==> src/sv/phm_pkg.sv <==
`timescale 1ns / 1ps
package phm_pkg;

    localparam int MAX_VERTICES_DEF = 1024;

    localparam int PW  = 21;          // point coordinate, Q12.8
    localparam int VW  = 22;          // vector / difference, Q13.8
    localparam int MW  = 2 * VW;      // product
    localparam int AW  = MW + 1;      // accumulated sum of two products
    localparam int QW  = 16;          // fraction bits
    localparam int FW  = QW + 1;      // fraction field incl. 1.0

    localparam logic [FW-1:0] FRAC_ONE = FW'(1) << QW;

    typedef enum logic [1:0] {
        OP_CLEAR    = 2'd0,
        OP_LOAD     = 2'd1,
        OP_CONTAINS = 2'd2,
        OP_COLLIDE  = 2'd3
    } t_opcode;

    typedef struct packed {
        logic signed [PW-1:0] x;
        logic signed [PW-1:0] y;
        logic                 mark;
    } t_vertex;

    typedef struct packed {
        logic          start;
        logic [AW-2:0] num;
        logic [AW-2:0] den;
    } t_div_req;

endpackage

==> src/sv/phm_div.sv <==
`timescale 1ns / 1ps
// Restoring divider, one quotient bit per cycle. Expects num < den.
module phm_div (
    input  logic                    i_clk,
    input  logic                    i_rst_n,
    input  phm_pkg::t_div_req       i_req,
    output logic                    o_busy,
    output logic [phm_pkg::QW-1:0]  o_q
);
    localparam int DW = phm_pkg::AW - 1;
    localparam int CNW = $clog2(phm_pkg::QW + 1);

    logic [DW-1:0]           r_rem;
    logic [DW-1:0]           r_den;
    logic [phm_pkg::QW-1:0]  r_q;
    logic [CNW-1:0]          r_cnt;
    logic [DW:0]             w_rem2;
    logic                    w_ge;

    assign w_rem2 = {r_rem, 1'b0};
    assign w_ge   = w_rem2 >= {1'b0, r_den};

    always_ff @(posedge i_clk) begin
        if (!i_rst_n) begin
            r_cnt <= '0;
        end else if (i_req.start) begin
            r_rem <= i_req.num;
            r_den <= i_req.den;
            r_q   <= '0;
            r_cnt <= CNW'(phm_pkg::QW);
        end else if (r_cnt != '0) begin
            r_rem <= w_ge ? DW'(w_rem2 - {1'b0, r_den}) : DW'(w_rem2);
            r_q   <= {r_q[phm_pkg::QW-2:0], w_ge};
            r_cnt <= r_cnt - CNW'(1);
        end
    end

    assign o_busy = (r_cnt != '0);
    assign o_q    = r_q;
endmodule

==> config.mk <==
export PLATFORM = sky130hd
export DESIGN_NAME = phm_div
export DESIGN_NICKNAME = d
export VERILOG_FILES = /design/src/sv/phm_pkg.sv /design/src/sv/phm_div.sv
export SDC_FILE = /design/constraint.sdc
export NUM_CORES = 1
export LEC_CHECK = 0
export BUFFER_PORTS_ARGS = -buffer_cell sky130_fd_sc_hd__buf_2
export CAP_MARGIN = 20
export CORE_UTILIZATION = 53
export DETAILED_ROUTE_END_ITERATION = 16
export PLACE_DENSITY = 0.75
export SLEW_MARGIN = 20
export SYNTH_ARGS = -nofsm -noshare
export SYNTH_HDL_FRONTEND = slang
export SYNTH_SLANG_ARGS = --single-unit
==> constraint.sdc <==
create_clock -name i_clk -period 4.12 [get_ports i_clk]
set_input_delay 0.618 -clock i_clk [delete_from_list [all_inputs] [get_ports i_clk]]
set_output_delay 0.618 -clock i_clk [all_outputs]
set_load 0.01 [all_outputs]
==> results.toml <==
[outcome]
status = "complete, no violations"

[setup_path]
path_cells = "inv_1 -> fa_1 -> nand2b_1 -> a21o_1 -> a2111oi_0 -> or2_1 -> a31oi_1 -> nor2b_1 -> nor2_1 -> xnor2_1 -> a221o_1"
critPathLaunchType = "flop"
crit_family = "compound AO/OA/AOI/OAI gates"
cp.required_ns = 4.24
critPathArrivalTime_ns = 3.48
crit_path_max_incr_delay_ns = 0.56
r2r_slack_ns = 0.76
reg2reg_depth = 11
cp_max_fo = 5
cp_slowest_cell = "a2111oi_0"
criticalPathCategory = "reg -> reg"
crit_buf_inv = 1
worstReg2RegEnd = "r_rem[28]"
reg2reg_from = "r_rem[0]"
cp-end-kind = "flop"

[route]
wl_um = 17300
via_per_inst = 5.87
ant_nets = 0
drt_pass1_iterations = 7
drt_iter0_markers = 400
wire_per_inst_um = 17.0
drc_errors = 0
dr_total_vias = 5979

[global_route]
track_usage_pct = 25.1
grt_max_degree = 66
first_global_vias = 5829
grt_pass1_wl_um = 28300
grt_overflow = 0
grt_antenna_before_repair = 0

[power]
total_power_mw = 4.01
p_per_area_mw_per_mm2 = 487
leakagePower_nw = 3.58
vdd_drop_max_v = 0.000282

[sta]
max_slew_margin_pct = 42.3
hold_violations = 0
timing.final.ws_setup_ns = 0.763
min_period_ns = 3.36
setup_violations = 0
max_freq_mhz = 298
finalClockSkew_ns = 0.00735
rsz0062_at_grt = "no"
drv_slew = 0
worstMarginPinSlew_ns = 0.865
finalCritPeriodShare_pct = 81.5
finalSetupTns_ns = 0

[yosys]
synth_cells = 753
synth_seq_cells = 109
ys_warn_count = 0
syn_nets = 891
avgSynthCellArea_um2 = 9.77
yosys_most_used_dff = "edfxtp_1"
synth_area_mm2 = 0.00736
ys_seq_area_share_pct = 43.8
async_reset_ff_share_pct = 0
synth_edf_count = 104
ys_types = 69

[layout]
num_antenna_cells = 0
final_cell_mix = "buf_2 (107), edfxtp_1 (104), nand2_1 (70), inv_1 (57), o21ai_0 (53)"
drive_gt1_share_pct = 18.1
area_growth_pct = 12.0
final_nets = 975
multiInputGateArea_mm2 = 0.00372
layout_commonest_cell = "buf_2"
design_area_mm2 = 0.00824
final-seq-area_mm2 = 0.00322
n_fill_cell = 1137
utilization_pct = 61.5

[clock_network]
clock_latency_ns = 0.36
post-cts-setup-buffers = 0
cts_buffers = 9
clkTransAtPathRegs_ns = 0.08
cts_sinks = 109
cts_hold_buffers = 0
cts_resized = 0
cts_tree = "yes"
cts.path.max_buffers = 2
cts_root_buffer = "clkbuf_16"
htree_levels = 3

[floorplan]
start_util_pct = 54.9
row_count = 42
ios = 108
die-width_um = 120
core_mm2 = 0.0134
die_area_mm2 = 0.0144
die_height_um = 120

[placement]
dp.final_hpwl_um = 12600
io_buffers = 107
placed_cell_area_mm2 = 0.00795
dp_slack_ns = 0.928
gp_congestion = 0.918

[worst_hold_path]
hp-start = "i_req[31]"
min_path_cells = 1
hp-class = "in -> reg"
holdPathEnd = "r_den[31]"

[flow_run]
max_cap_violations = 0
sequential cells by signal, summed over array words and instances (netlist names):
signal  count
o_q        16
r_cnt       5
r_den      44
r_rem      44
cells by family (layout without fill, tap and decap cells):
group           count (synthesis)  in the layout  share of synthesized area (%)
xor+xnor                       38             38                           4.52
mux                            31             31                           4.25
simple gates                  223            223                           15.3
buf+inv                        96            185                           5.73
fa+ha+maj                      47             47                           8.10
flops                         109            109                           43.8
compound gates                209            209                           18.3
cells in the mapped netlist (17+ instances only):
cell type | count | area (um2)
clkbuf_1 | 17 | 63.8
nand3_1 | 22 | 110
a21o_1 | 29 | 218
o21ai_0 | 53 | 265
nand2_1 | 70 | 263
edfxtp_1 | 104 | 3120
nor2b_1 | 19 | 119
xnor2_1 | 24 | 210
inv_1 | 57 | 214
nor2_1 | 34 | 128
mux2i_1 | 29 | 290
a21oi_1 | 49 | 245
ha_1 | 46 | 576
through the flow:
| stage | hold slack (ns) | cells |
|---|---|---|
| 2_1_floorplan | 0.484 | 753 |
| 3_3_place_gp | 0.498 | 1002 |
| 3_5_place_dp | 0.518 | 1002 |
| 4_1_cts | 0.417 | 1018 |
| 5_1_grt | 0.414 | 1018 |
| 6_report | 0.426 | 1018 |
layout make-up:
class | instances | share of cell area (%)
well taps | 176 | 2.67
inverters | 57 | 2.60
clock buffers | 11 | 3.08
repair buffers | 112 | 6.95
multi-input cells | 548 | 45.1
clock inverters | 5 | 0.486
flip-flops and latches | 109 | 39.1
power by group:
group	leakage (nW)	switching (mW)	internal, mW
Combinational	2.39	0.966	0.684
Sequential	1.04	0.0780	1.41
Clock	0.146	0.420	0.454
worst max path at each step:
stage,start,endpoint,slack [ns],cells after the start
finish,r_rem[0],r_rem[28],0.76,11
detailed placement,r_rem[0],r_rem[34],0.93,11
floorplan,i_req[88],o_q[0],1.09,3
global route,r_rem[22],r_rem[19],0.66,11
CTS,r_rem[0],r_rem[34],0.88,11
global placement,r_rem[37],r_rem[20],1.03,10
metal layers:
| metal | GRT usage (%) | up-vias | wire, um |
|---|---|---|---|
| li1 | - | 2909 | - |
| met1 | 34.4 | 2811 | 7940 |
| met2 | 41.0 | 241 | 7990 |
| met3 | 4.18 | 18 | 1150 |
| met4 | 7.11 | 0 | 196 |
| met5 | 0 | - | 0 |
No activity file was read; power rests on OpenSTA's default activity.
